[src/pef_pkg.sv]
`default_nettype none

package pef_pkg;

   localparam logic [7:0] HDR_BYTE = 8'h7B;
   localparam logic [7:0] TRL_BYTE = 8'h7D;
   localparam logic [7:0] ESC_BYTE = 8'h1B;

   localparam int QUEUE_DEPTH = 2;
   localparam int QPTR_W      = $clog2(QUEUE_DEPTH);
   localparam int QCNT_W      = $clog2(QUEUE_DEPTH + 1);

   typedef struct packed {
      logic       hdr;
      logic       esc;
      logic       prev_valid;
      logic [7:0] prev_byte;
      logic       emit_data;
      logic [7:0] data;
      logic       trl;
   } desc_type;

endpackage

`default_nettype wire

[src/pef_front.sv]
`default_nettype none

module pef_front
   import pef_pkg::*;
(
   input  wire logic       clock,
   input  wire logic       reset,
   input  wire logic       req_valid,
   output logic            req_ready,
   input  wire logic [7:0] req_data_byte,
   input  wire logic       req_last_byte,
   input  wire logic       q_full,
   output logic            push_valid,
   output desc_type        push_desc
);

   logic       held_valid_ff, held_valid_in;
   logic [7:0] held_byte_ff, held_byte_in;
   logic       in_frame_ff, in_frame_in;
   logic       accept;
   logic       match;
   logic       special;
   logic       hold;

   assign req_ready = !q_full;
   assign accept    = req_valid && req_ready;

   always_comb begin
      match   = held_valid_ff && (held_byte_ff == req_data_byte);
      special = (req_data_byte == HDR_BYTE) || (req_data_byte == TRL_BYTE);
      hold    = !match && special;

      push_desc.hdr        = !in_frame_ff;
      push_desc.esc        = match;
      push_desc.prev_valid = held_valid_ff && !match;
      push_desc.prev_byte  = held_byte_ff;
      push_desc.emit_data  = (!match && !special) || (hold && req_last_byte);
      push_desc.data       = req_data_byte;
      push_desc.trl        = req_last_byte;

      push_valid = accept && (push_desc.hdr || push_desc.esc || push_desc.prev_valid ||
                              push_desc.emit_data || push_desc.trl);

      held_valid_in = held_valid_ff;
      held_byte_in  = held_byte_ff;
      in_frame_in   = in_frame_ff;
      if (accept) begin
         held_valid_in = hold && !req_last_byte;
         in_frame_in   = !req_last_byte;
         if (hold) begin
            held_byte_in = req_data_byte;
         end
      end
   end

   always_ff @(posedge clock) begin
      if (reset) begin
         held_valid_ff <= 1'b0;
         held_byte_ff  <= 8'h00;
         in_frame_ff   <= 1'b0;
      end else begin
         held_valid_ff <= held_valid_in;
         held_byte_ff  <= held_byte_in;
         in_frame_ff   <= in_frame_in;
      end
   end

endmodule

`default_nettype wire

[src/pef_queue.sv]
`default_nettype none

module pef_queue
   import pef_pkg::*;
(
   input  wire logic     clock,
   input  wire logic     reset,
   input  wire logic     push_valid,
   input  wire desc_type push_desc,
   output logic          full,
   output logic          head_valid,
   output desc_type      head_desc,
   input  wire logic     pop
);

   desc_type            entry_ff [QUEUE_DEPTH];
   logic [QPTR_W-1:0]   wr_ptr_ff, wr_ptr_in;
   logic [QPTR_W-1:0]   rd_ptr_ff, rd_ptr_in;
   logic [QCNT_W-1:0]   count_ff, count_in;
   logic                do_push;
   logic                do_pop;

   assign full       = (count_ff == QCNT_W'(QUEUE_DEPTH));
   assign head_valid = (count_ff != '0);
   assign head_desc  = entry_ff[rd_ptr_ff];
   assign do_push    = push_valid && !full;
   assign do_pop     = pop && head_valid;

   always_comb begin
      wr_ptr_in = wr_ptr_ff;
      rd_ptr_in = rd_ptr_ff;
      count_in  = count_ff;
      if (do_push) begin
         wr_ptr_in = (wr_ptr_ff == QPTR_W'(QUEUE_DEPTH - 1)) ? '0 : wr_ptr_ff + 1'b1;
      end
      if (do_pop) begin
         rd_ptr_in = (rd_ptr_ff == QPTR_W'(QUEUE_DEPTH - 1)) ? '0 : rd_ptr_ff + 1'b1;
      end
      if (do_push && !do_pop) begin
         count_in = count_ff + 1'b1;
      end else if (do_pop && !do_push) begin
         count_in = count_ff - 1'b1;
      end
   end

   always_ff @(posedge clock) begin
      if (reset) begin
         wr_ptr_ff <= '0;
         rd_ptr_ff <= '0;
         count_ff  <= '0;
      end else begin
         wr_ptr_ff <= wr_ptr_in;
         rd_ptr_ff <= rd_ptr_in;
         count_ff  <= count_in;
      end
   end

   always_ff @(posedge clock) begin
      if (do_push) begin
         entry_ff[wr_ptr_ff] <= push_desc;
      end
   end

endmodule

`default_nettype wire

[src/pef_back.sv]
`default_nettype none

module pef_back
   import pef_pkg::*;
(
   input  wire logic        clock,
   input  wire logic        reset,
   input  wire logic        head_valid,
   input  wire desc_type    head_desc,
   output logic             pop,
   output logic             rsp_valid,
   input  wire logic        rsp_ready,
   output logic [7:0]       rsp_out_byte,
   output logic             rsp_end_of_run,
   output logic             rsp_frame_end
);

   logic [7:0] seq [8];
   logic [3:0] seq_len;
   logic [2:0] idx_ff, idx_in;
   logic       rsp_valid_ff, rsp_valid_in;
   logic [7:0] out_byte_ff;
   logic       end_of_run_ff;
   logic       frame_end_ff;
   logic       load;
   logic       at_end;

   always_comb begin
      for (int k = 0; k < 8; k++) begin
         seq[k] = TRL_BYTE;
      end
      seq_len = 4'd0;
      if (head_desc.hdr) begin
         seq[0]  = HDR_BYTE;
         seq[1]  = HDR_BYTE;
         seq_len = 4'd2;
      end
      if (head_desc.esc) begin
         seq[seq_len[2:0]]        = ESC_BYTE;
         seq[seq_len[2:0] + 3'd1] = ESC_BYTE;
         seq[seq_len[2:0] + 3'd2] = head_desc.data;
         seq[seq_len[2:0] + 3'd3] = head_desc.data;
         seq_len                  = seq_len + 4'd4;
      end
      if (head_desc.prev_valid) begin
         seq[seq_len[2:0]] = head_desc.prev_byte;
         seq_len           = seq_len + 4'd1;
      end
      if (head_desc.emit_data) begin
         seq[seq_len[2:0]] = head_desc.data;
         seq_len           = seq_len + 4'd1;
      end
      if (head_desc.trl) begin
         seq_len = seq_len + 4'd2;
      end
   end

   assign load   = head_valid && (!rsp_valid_ff || rsp_ready);
   assign at_end = ({1'b0, idx_ff} == seq_len - 4'd1);
   assign pop    = load && at_end;

   always_comb begin
      idx_in       = idx_ff;
      rsp_valid_in = rsp_valid_ff;
      if (rsp_valid_ff && rsp_ready) begin
         rsp_valid_in = 1'b0;
      end
      if (load) begin
         rsp_valid_in = 1'b1;
         idx_in       = at_end ? 3'd0 : idx_ff + 3'd1;
      end
   end

   always_ff @(posedge clock) begin
      if (reset) begin
         idx_ff       <= 3'd0;
         rsp_valid_ff <= 1'b0;
      end else begin
         idx_ff       <= idx_in;
         rsp_valid_ff <= rsp_valid_in;
      end
   end

   always_ff @(posedge clock) begin
      if (load) begin
         out_byte_ff   <= seq[idx_ff];
         end_of_run_ff <= at_end;
         frame_end_ff  <= at_end && head_desc.trl;
      end
   end

   assign rsp_valid      = rsp_valid_ff;
   assign rsp_out_byte   = out_byte_ff;
   assign rsp_end_of_run = end_of_run_ff;
   assign rsp_frame_end  = frame_end_ff;

endmodule

`default_nettype wire

[src/pair_escape_frame_encoder.sv]
// Channel  Direction  Handshake              Payload
// req_     in         req_valid/req_ready    req_data_byte[7:0], req_last_byte
// rsp_     out        rsp_valid/rsp_ready    rsp_out_byte[7:0], rsp_end_of_run, rsp_frame_end
//
// The front takes one transaction per cycle while its two-entry queue has room.
// The back sends one byte per cycle from the queue head while rsp_ready is high;
// a transaction yields zero to six bytes. Synchronous reset clears the held byte,
// the frame state, the queue and the output valid flag. rsp_ready low holds the
// output byte; the front keeps taking transactions until the queue fills.
`default_nettype none

module pair_escape_frame_encoder
   import pef_pkg::*;
(
   input  wire logic       clock,
   input  wire logic       reset,
   input  wire logic       req_valid,
   output logic            req_ready,
   input  wire logic [7:0] req_data_byte,
   input  wire logic       req_last_byte,
   output logic            rsp_valid,
   input  wire logic       rsp_ready,
   output logic [7:0]      rsp_out_byte,
   output logic            rsp_end_of_run,
   output logic            rsp_frame_end
);

   logic     q_full;
   logic     push_valid;
   desc_type push_desc;
   logic     head_valid;
   desc_type head_desc;
   logic     pop;

   pef_front u_front (
      .clock         (clock),
      .reset         (reset),
      .req_valid     (req_valid),
      .req_ready     (req_ready),
      .req_data_byte (req_data_byte),
      .req_last_byte (req_last_byte),
      .q_full        (q_full),
      .push_valid    (push_valid),
      .push_desc     (push_desc)
   );

   pef_queue u_queue (
      .clock      (clock),
      .reset      (reset),
      .push_valid (push_valid),
      .push_desc  (push_desc),
      .full       (q_full),
      .head_valid (head_valid),
      .head_desc  (head_desc),
      .pop        (pop)
   );

   pef_back u_back (
      .clock          (clock),
      .reset          (reset),
      .head_valid     (head_valid),
      .head_desc      (head_desc),
      .pop            (pop),
      .rsp_valid      (rsp_valid),
      .rsp_ready      (rsp_ready),
      .rsp_out_byte   (rsp_out_byte),
      .rsp_end_of_run (rsp_end_of_run),
      .rsp_frame_end  (rsp_frame_end)
   );

endmodule

`default_nettype wire

[config.mk]
export PLATFORM = sky130hd
export DESIGN_NAME = pair_escape_frame_encoder
export DESIGN_NICKNAME = d
export VERILOG_FILES = /design/src/pef_pkg.sv /design/src/pef_front.sv /design/src/pef_queue.sv /design/src/pef_back.sv /design/src/pair_escape_frame_encoder.sv
export SDC_FILE = /design/constraint.sdc
export NUM_CORES = 1
export LEC_CHECK = 0
export ABC_AREA = 1
export BUFFER_PORTS_ARGS = -buffer_cell sky130_fd_sc_hd__buf_2
export CORE_MARGIN = 5
export CORE_UTILIZATION = 60
export DETAILED_ROUTE_END_ITERATION = 6
export HOLD_SLACK_MARGIN = 0.12
export PLACE_DENSITY_LB_ADDON = 0.05
export SLEW_MARGIN = 20
export SYNTH_ARGS = -nofsm -noshare
export SYNTH_HDL_FRONTEND = slang
export SYNTH_SLANG_ARGS = --single-unit
[constraint.sdc]
create_clock -name clock -period 7.7 [get_ports clock]
set_input_delay 0.385 -clock clock [delete_from_list [all_inputs] [get_ports clock]]
set_output_delay 0.385 -clock clock [all_outputs]
set_load 0.1 [all_outputs]
==> Word level (Yosys, flattened, before mapping) <==
Memories as Yosys holds them, arrays and structs flattened. A register that Yosys moved wholly into a read port is not among the register bits.
Cells that the tools add are included.
{ "op_classes": {"add_sub_neg": 13, "eq_ne": 5, "muxes": 39, "n_reduce_logical": 41, "bitwise_logic": 13, "n_lt_le_gt_ge": 13} }
{ "op_table": {"columns": ["operator", "n"], "rows": [
  ["$bwmux W64", 4],
  ["$mux W64", 3],
  ["$demux W8 S3", 6],
  ["$and A32 B32 Y32", 2],
  ["$mux W8", 8],
  ["$not A32 Y32", 2],
  ["$or A32 B32 Y32", 2],
  ["$ge A4 B4 Y1 const B", 7],
  ["$bmux W8 S3", 1],
  ["$lt A4 B1 Y1 const B", 6],
  ["$not A3 Y4", 6],
  ["$logic_and A1 B1 Y1", 22],
  ["$eq A8 B7 Y1 const B", 2],
  ["$mux W4", 4],
  ["$mux W11", 1],
  ["$add A4 B1 Y4 const B", 2],
  ["$eq A8 B8 Y1", 1],
  ["$logic_not A1 Y1", 8],
  ["$mux W1", 8],
  ["$logic_or A1 B1 Y1", 7],
  ["$add A2 B2 Y3 const B", 2],
  ["$mux W2", 3],
  ["$reduce_bool A2 Y1", 3],
  ["$add A2 B3 Y4 const B", 1],
  ["12 further kinds", 13]
]} }
{ "word_totals": {"wordCells": 136, "ram_bits": 42, "memories": 1, "in_bits": 13, "output_inout_bits": 12, "regBits": 28} }
{ "mem_list": {"columns": ["name", "words", "width", "rd", "rd_clocked_by_memory_dff", "wr", "line_no", "rtl"], "rows": [
  ["u_queue.entry_ff", 2, 21, 1, 1, 1, "pef_queue.sv:16", "desc_type entry_ff [QUEUE_DEPTH];"]
]} }

==> Longest topological paths before layout <==
Gate-level depths: netlist of the first run.
{ "logic_depth": {"ltp_word": 19, "mapped_depth": 21, "depth_no_buf": 19} }

==> Cells and area by module <==
From an unflattened synthesis of the first run, not the netlist that was laid out.
{ "unflattened": {"cells_unflattened": 425, "area_unflattened_um2": 3938.8} }
{ "by_module_without_submodules": {"columns": ["mod", "instances", "area_per_inst_um2", "cells_per_inst"], "rows": [
  ["pef_queue", 1, 1844.3, 102],
  ["pef_back", 1, 1412.6, 222],
  ["pef_front", 1, 681.9, 101]
]} }

==> Least setup slack after synthesis of the first run <==
OpenSTA, ideal clock, no wires.
{ "synth_timing": {"path_kind": "register to register", "from": "register with a tool-made name", "to": "register u_queue.count_ff[1]", "setup_ns": 0.122, "path_stages_with_launch": 22, "n_path_buf": 2, "arrival_time_ns": 2.885, "synth_period_minus_slack_ns": 3.007, "setup_slack_ns": 4.693, "cell_sequence": "dfxtp_1 -> buf_6 -> inv_4 -> buf_12 -> nand2_8 -> nand2_8 -> ha_1 -> inv_1 -> nand3_1 -> nand3_2 -> nand2_1 -> ha_1 -> xnor2_1 -> a21oi_1 -> nand2_1 -> nor2_2 -> nand3_2 -> ha_1 -> a21oi_1 -> o21ai_0 -> o21ai_0 -> a21oi_1"} }
{ "synth_rtl": {"columns": ["element", "line_no", "rtl"], "rows": [
  ["end signal: assignment", "pef_queue.sv:54", "count_ff <= count_in;"],
  ["end: declaration", "pef_queue.sv:19", "logic [QCNT_W-1:0] count_ff, count_in;"]
]} }

==> results of run 1 <==
[critical path, delay by kind of cell (launching register included)]
| kind | cells | cell delay, ns |
|---|---|---|
| AO/OA/AOI/OAI | 5 | 0.59 |
| flip-flops | 1 | 0.96 |
| buffers and inverters | 2 | 0.36 |
| AND/OR/NAND/NOR | 8 | 0.88 |
| adder cells (fa/ha/maj) | 3 | 0.97 |
| XOR/XNOR | 1 | 0.13 |
[routing by layer]
layer | GRT usage (%) | part of all wire, % | vias up
met4 | 7.557 | 2.1 | 0
met5 | 0 | 0 | -
met1 | 26.98 | 48 | 1274
li1 | - | - | 1516
met3 | 4.424 | 5.4 | 13
met2 | 30.30 | 45 | 83
[flip-flops by register name, indices dropped and copies added (netlist names), named ones only]
signal / flops
u_queue.wr_ptr_ff: 1
u_back.idx_ff: 3
u_queue.rd_ptr_ff: 1
u_front.held_valid_ff: 1
u_back.rsp_valid: 1
u_front.held_byte_ff: 8
u_back.rsp_out_byte: 8
u_front.in_frame_ff: 1
u_queue.entry_ff: 42
u_back.rsp_end_of_run: 1
u_back.rsp_frame_end: 1
u_queue.count_ff: 2
[how the worst max path moves through the flow]
stage | start | endpoint | slack, ns
after global placement | flop | u_queue.count_ff[1] | 3.85
after detailed placement | flop | u_queue.count_ff[1] | 3.70
after CTS | flop | u_queue.count_ff[1] | 3.68
final | flop | u_queue.count_ff[1] | 3.69
after global routing | flop | u_queue.count_ff[1] | 3.29
after floorplan | flop | u_queue.count_ff[1] | 4.69
[layout make-up]
cell class,instances,area (um2),area share (%)
flip-flops and latches,71,1942,46.33
multi-input cells,304,1587,37.85
inverters,59,229.0,5.463
repair buffers,26,135.1,3.224
clock buffers,9,123.9,2.955
well taps,77,96.34,2.299
clock inverters,7,78.83,1.881
[power by group through the flow]
stage	Combinational, mW	Sequential [mW]	Clock [mW]
4_1_cts	0.879	0.555	0.311
2_1_floorplan	0.579	0.718	0
3_3_place_gp	0.864	0.562	0
6_report	0.883	0.554	0.306
5_1_grt	0.976	0.567	0.331
3_5_place_dp	0.877	0.564	0
[metrics by stage]
step	total power, mW	hold WS, ns	cell area [um2]	cells
6_report	1.743	0.2642	4192	553
5_1_grt	1.874	0.2461	4192	553
4_1_cts	1.746	0.2479	4192	553
3_5_place_dp	1.440	0.4732	3989	537
3_3_place_gp	1.426	0.4685	3989	537
2_1_floorplan	1.298	0.4515	3821	443
[synthesized netlist by cell type (all sizes together) (3+ instances only)]
| master | n | area [um2] |
|---|---|---|
| nand2 | 142 | 649.4 |
| inv | 59 | 229.0 |
| edfxtp | 52 | 1562 |
| nor2 | 39 | 156.4 |
| a21oi | 29 | 148.9 |
| nand3 | 28 | 162.7 |
| o21ai | 23 | 118.9 |
| dfxtp | 19 | 380.4 |
| xnor2 | 8 | 70.07 |
| buf | 6 | 52.55 |
| nand4 | 5 | 31.28 |
| ha | 4 | 50.05 |
| a31oi | 3 | 18.77 |
| clkbuf | 3 | 11.26 |
| mux2i | 3 | 30.03 |
| nor3 | 3 | 15.01 |
| xor2 | 3 | 26.28 |
[cell families (layout without fill, tap and decap cells)]
family | count (synthesis) | in the layout | synth area share (%)
muxes | 3 | 3 | 0.7859
buffers and inverters | 68 | 101 | 7.662
and+or+nand+nor | 220 | 220 | 27.05
AOI/OAI and AO/OA | 66 | 66 | 9.856
xor gates and xnor gates | 11 | 11 | 2.521
adders and majority gates | 4 | 4 | 1.310
DFF | 71 | 71 | 50.82
==> results.md, run 1 <==
* Clk slew on worst S/H paths at 0.08 ns
* Final min period at 4.011 ns
* Clock power share at 17.6%
* Initial Utilization at 60.87%
* Largest net degree at the start of global routing at 28
* Critical Path End Type: flop
* P&R area growth vs syn at 9.692%
* Placeable Area at 6277 um2
* Vias in the first global route at 2745
* Drt total wl at 7562 um
* Final worst setup slack at 3.689 ns
* Maximum buffer depth of the clock tree at 2
* Die Wd at 89.81 um
* PD cells at 416.0 nW/um2
* Post-CTS Setup Repair Bufs at 0
* First-pass GRT wire length at 12850 um
* Synth Instances at 443
* Max cap viols at 0
* Final TNS setup at 0 ns
* # IOs at 25
* Reg2Reg Capture Point: u_queue.count_ff[1]
* TritonCTS buffer count at 9
* Syn avg cell area at 8.626 um2
* Critical path class: flop to flop
* Hold Path Sink: u_queue.entry_ff[1][0]
* Placer congestion estimate at 0.9034
* Hold_buf cts at 0
* Die ar. at 8065 um2
* Slew headroom at 36.02%
* DR pass1 iterations at 5
* TritonCTS Sinks at 71
* Final Max Slew Viols at 0
* Post-synth top flop: edfxtp_1
* Commonest non-fill, non-tap cell in the layout: nand2_1
* Seq cells post-synth at 71
* WP data arrival at 4.25 ns
* Via count at 2886
* WL/cell at 13.67 um
* Fin util at 66.77%
* Syn Std Cell Area at 3821 um2
* Clock latency on the worst-skew pair at 0.35 ns
* CTS tree: done
* DRC Markers at 0
* Psw at 0.8513 mW
* Startpoint types: flop
* CP Max Fanout at 27
* Worst slew pin tran at 0.9583 ns
* Status: finished, final reports clean
* Endpoint required time on the critical path at 7.93 ns
* Remaining Overflow, GRT at 0
* Syn nets at 460
* Flop pwr share at 31.8%
* Number of enable flip-flop cells after synthesis at 52
* Cell Int Power at 0.8922 mW
* Num rows at 29
* Fillers at 559
* Worst hold stages at 1
* Flop2flop setup slack at 3.69 ns
* Fin nets at 488
* Final setup viols at 0
* Hold path startpoint: req_last_byte
* Post-CTS Resized at 0
* Setup Skew at 0.006951 ns
* Count of input and output buffers at 24
* CP cell instances: inv_4 -> nand2_8 -> nand2_8 -> ha_1 -> inv_1 -> nand3_1 -> nand3_2 -> nand2_1 -> ha_1 -> xnor2_1 -> a21oi_1 -> nand2_1 -> nor2_2 -> nand3_2 -> ha_1 -> a21oi_1 -> o21ai_0 -> o21ai_0 -> a21oi_1
* Gr usage total at 19.65%
* R2R cell count at 19
* Setup WS pre-CTS at 3.705 ns
* Worst hold-check path type: input pin to flop
* H-tree depth at 3
* Sw frac at 48.83%
* CP max stage delay at 0.96 ns
* Initial antenna violation count at 0
* Antenna Nets Post-Route at 0
* Most frequent cells in the layout: 126 x nand2_1, 56 x inv_1, 52 x edfxtp_1, 35 x nor2_1, 28 x a21oi_1
* Max frequency at 249.3 MHz
* Crit path max-delay cell type: dfxtp_1
* DPL Wire Length at 5667 um
* Die Y at 89.81 um
* Unrepaired setup endpoints after global routing: false
* Final period util at 52.09%
* Antenna cells at 0
* Share of layout cells above drive strength 1 at 15.13%
* Sequential element share of the synthesized area at 50.82%
* Logic gate share of total power at 50.6%
* Routed vias/inst at 5.219
* Initial DRC Count at 161
* Lkg Pwr at 1.748 nW
* Final Hold Violating Endpoints at 0
* Clock root buffer: clkbuf_8
* YS warnings at 0
* Post-synth cell types at 43
* Max VDD drop at 0.0003394 V
* Share of flip-flops with an asynchronous set or reset at 0%
No activity file was read; power rests on OpenSTA's default activity.
==> inputs of run 2 (changes only) <==
--- a/config.mk
+++ b/config.mk
@@ -8,7 +8,7 @@
 export ABC_AREA = 1
 export BUFFER_PORTS_ARGS = -buffer_cell sky130_fd_sc_hd__buf_2
 export CORE_MARGIN = 5
-export CORE_UTILIZATION = 60
+export CORE_UTILIZATION = 55
 export DETAILED_ROUTE_END_ITERATION = 6
 export HOLD_SLACK_MARGIN = 0.12
 export PLACE_DENSITY_LB_ADDON = 0.05
==> constraint.sdc (replaced) <==
create_clock -name clock -period 3.36 [get_ports clock]
set_input_delay 0.168 -clock clock [delete_from_list [all_inputs] [get_ports clock]]
set_output_delay 0.168 -clock clock [all_outputs]
set_load 0.1 [all_outputs]
==> run 2 against run 1 <==
Effect of this change: clock power rose by 140%; largest power group unchanged; power rose by 130%; largest cell class unchanged; register-to-register slack worse by 3.4 ns; worst setup slack lost 3.4 ns; sequential power increased by 130%; die area is 8.1% higher; non-clock buffer count increased by 12.
==> results.md, run 2 (same netlist as run 1, synthesis figures left out) <==
* Status: finished, final reports clean
* Unrepaired setup endpoints after global routing: false
* Initial Utilization at 56.24%
* Count of input and output buffers at 24
* TritonCTS Sinks at 71
* Fin nets at 500
* DRC Markers at 0
* CP Max Fanout at 10
* Initial DRC Count at 194
* Vias in the first global route at 2864
* Routed vias/inst at 5.118
* Clk slew on worst S/H paths at 0.08 ns
* Final TNS setup at 0 ns
* Die ar. at 8714 um2
* P&R area growth vs syn at 13.85%
* Slew headroom at 67.30%
* Most frequent cells in the layout: 126 x nand2_1, 56 x inv_1, 52 x edfxtp_1, 35 x nor2_1, 28 x a21oi_1
* Max cap viols at 0
* Remaining Overflow, GRT at 0
* Num rows at 30
* CTS tree: done
* Clock root buffer: clkbuf_8
* WP data arrival at 3.34 ns
* Flop2flop setup slack at 0.26 ns
* Endpoint required time on the critical path at 3.60 ns
* TritonCTS buffer count at 9
* # IOs at 25
* Critical path class: flop to flop
* Crit path max-delay cell type: dfxtp_2
* Share of layout cells above drive strength 1 at 15.37%
* Initial antenna violation count at 0
* Final worst setup slack at 0.2552 ns
* Placeable Area at 6794 um2
* WL/cell at 13.48 um
* Clock latency on the worst-skew pair at 0.34 ns
* Maximum buffer depth of the clock tree at 2
* Gr usage total at 19.45%
* Antenna Nets Post-Route at 0
* PD cells at 934.4 nW/um2
* Worst slew pin tran at 0.4854 ns
* Startpoint types: flop
* Max frequency at 322.1 MHz
* CP max stage delay at 0.44 ns
* Worst hold-check path type: input pin to flop
* Final setup viols at 0
* Die Wd at 93.35 um
* Biggest register: u_queue.entry_ff
* CP cell instances: nand2_1 -> nand2_8 -> ha_1 -> inv_1 -> nand3_1 -> nand3_2 -> nand2_1 -> ha_1 -> xnor2_1 -> a21oi_1 -> nand2_1 -> nor2_2 -> nand3_2 -> ha_1 -> a21oi_1 -> o21ai_0 -> o21ai_0 -> a21oi_1
* Final period util at 92.40%
* Setup Skew at 0.01055 ns
* Max VDD drop at 0.0003615 V
* Largest net degree at the start of global routing at 22
* Post-CTS Setup Repair Bufs at 0
* Commonest non-fill, non-tap cell in the layout: nand2_1
* Final min period at 3.105 ns
* Final Hold Violating Endpoints at 0
* Setup WS pre-CTS at 0.1222 ns
* Antenna cells at 0
* Final Max Slew Viols at 0
* Lkg Pwr at 1.808 nW
* First-pass GRT wire length at 13150 um
* H-tree depth at 3
* Drt total wl at 7870 um
* DR pass1 iterations at 4
* Critical Path End Type: flop
* Placer congestion estimate at 0.9142
* DPL Wire Length at 5927 um
* Number of flip-flops in the largest register at 42
* Via count at 2989
* Die Y at 93.35 um
==> run 2: cell count changes in the layout (fill, tap and decap cells not counted), sizes merged <==
| cell | before | now |
|---|---|---|
| buf | 26 | 29 |
| bufinv | 1 | 2 |
| clkbuf | 9 | 10 |
| dlygate4sd3 | 0 | 9 |
| inv | 62 | 60 |
==> run 2: critical path, delay by kind of cell (launching register included) <==
kind	cells	cell delay [ns]
compound gates	5	0.55
flops	1	0.44
simple gates	8	0.97
xor+xnor	1	0.12
fa+ha+maj	3	0.87
buf+inv	1	0.06
==> run 2: metal layers <==
metal	vias up	routed length (um)	GRT usage [%]
met5	-	0	0
met4	0	148	6.471
met3	13	403	4.586
met2	81	3654	31.57
met1	1353	3664	25.61
li1	1542	-	-
==> run 2: area by class of cell <==
class	instances	area, um2
fillers	584	2444
clock inverters	6	92.59
multi-input cells	304	1587
clock buffers	10	127.6
inverters	59	229.0
flip-flops and latches	71	1943
repair buffers	38	251.5
well taps	96	120.1
==> run 2: power breakdown <==
group / switching [mW] / internal (mW) / leakage [nW]
sequential: 0.0862 / 1.16 / 0.635
combinational: 1.52 / 0.557 / 1.07
clock: 0.320 / 0.422 / 0.103
==> run 2: what timing repair did <==
| item | 4_1_cts | 5_1_grt |
|---|---|---|
| endpoints found under the setup margin | 0 | 1 |
| hold buffers | 9 | 0 |
| hold endpoints to repair | 18 | 0 |
| resized for setup | 0 | 2 |
==> run 2: through the flow <==
step	util [%]	cells	cell area, um2	hold WS, ns	power, mW
floorplan	-	443	3821	0.2669	2.974
global placement	59.39	559	4035	0.4037	3.296
detailed placement	59.39	559	4035	0.4064	3.321
CTS	63.96	584	4345	0.1223	4.072
global route	64.03	584	4350	0.1297	4.359
finish	64.03	584	4350	0.1349	4.065
==> run 2: path summary, 6_finish.rpt <==
check | from | end | depth (start not counted)
max | flop | u_queue.count_ff[1] | 18
min | rsp_ready | u_back.rsp_valid | 4
max reg2reg | flop | u_queue.count_ff[1] | 18
min reg2reg | u_front.held_valid_ff | u_front.held_valid_ff | 2
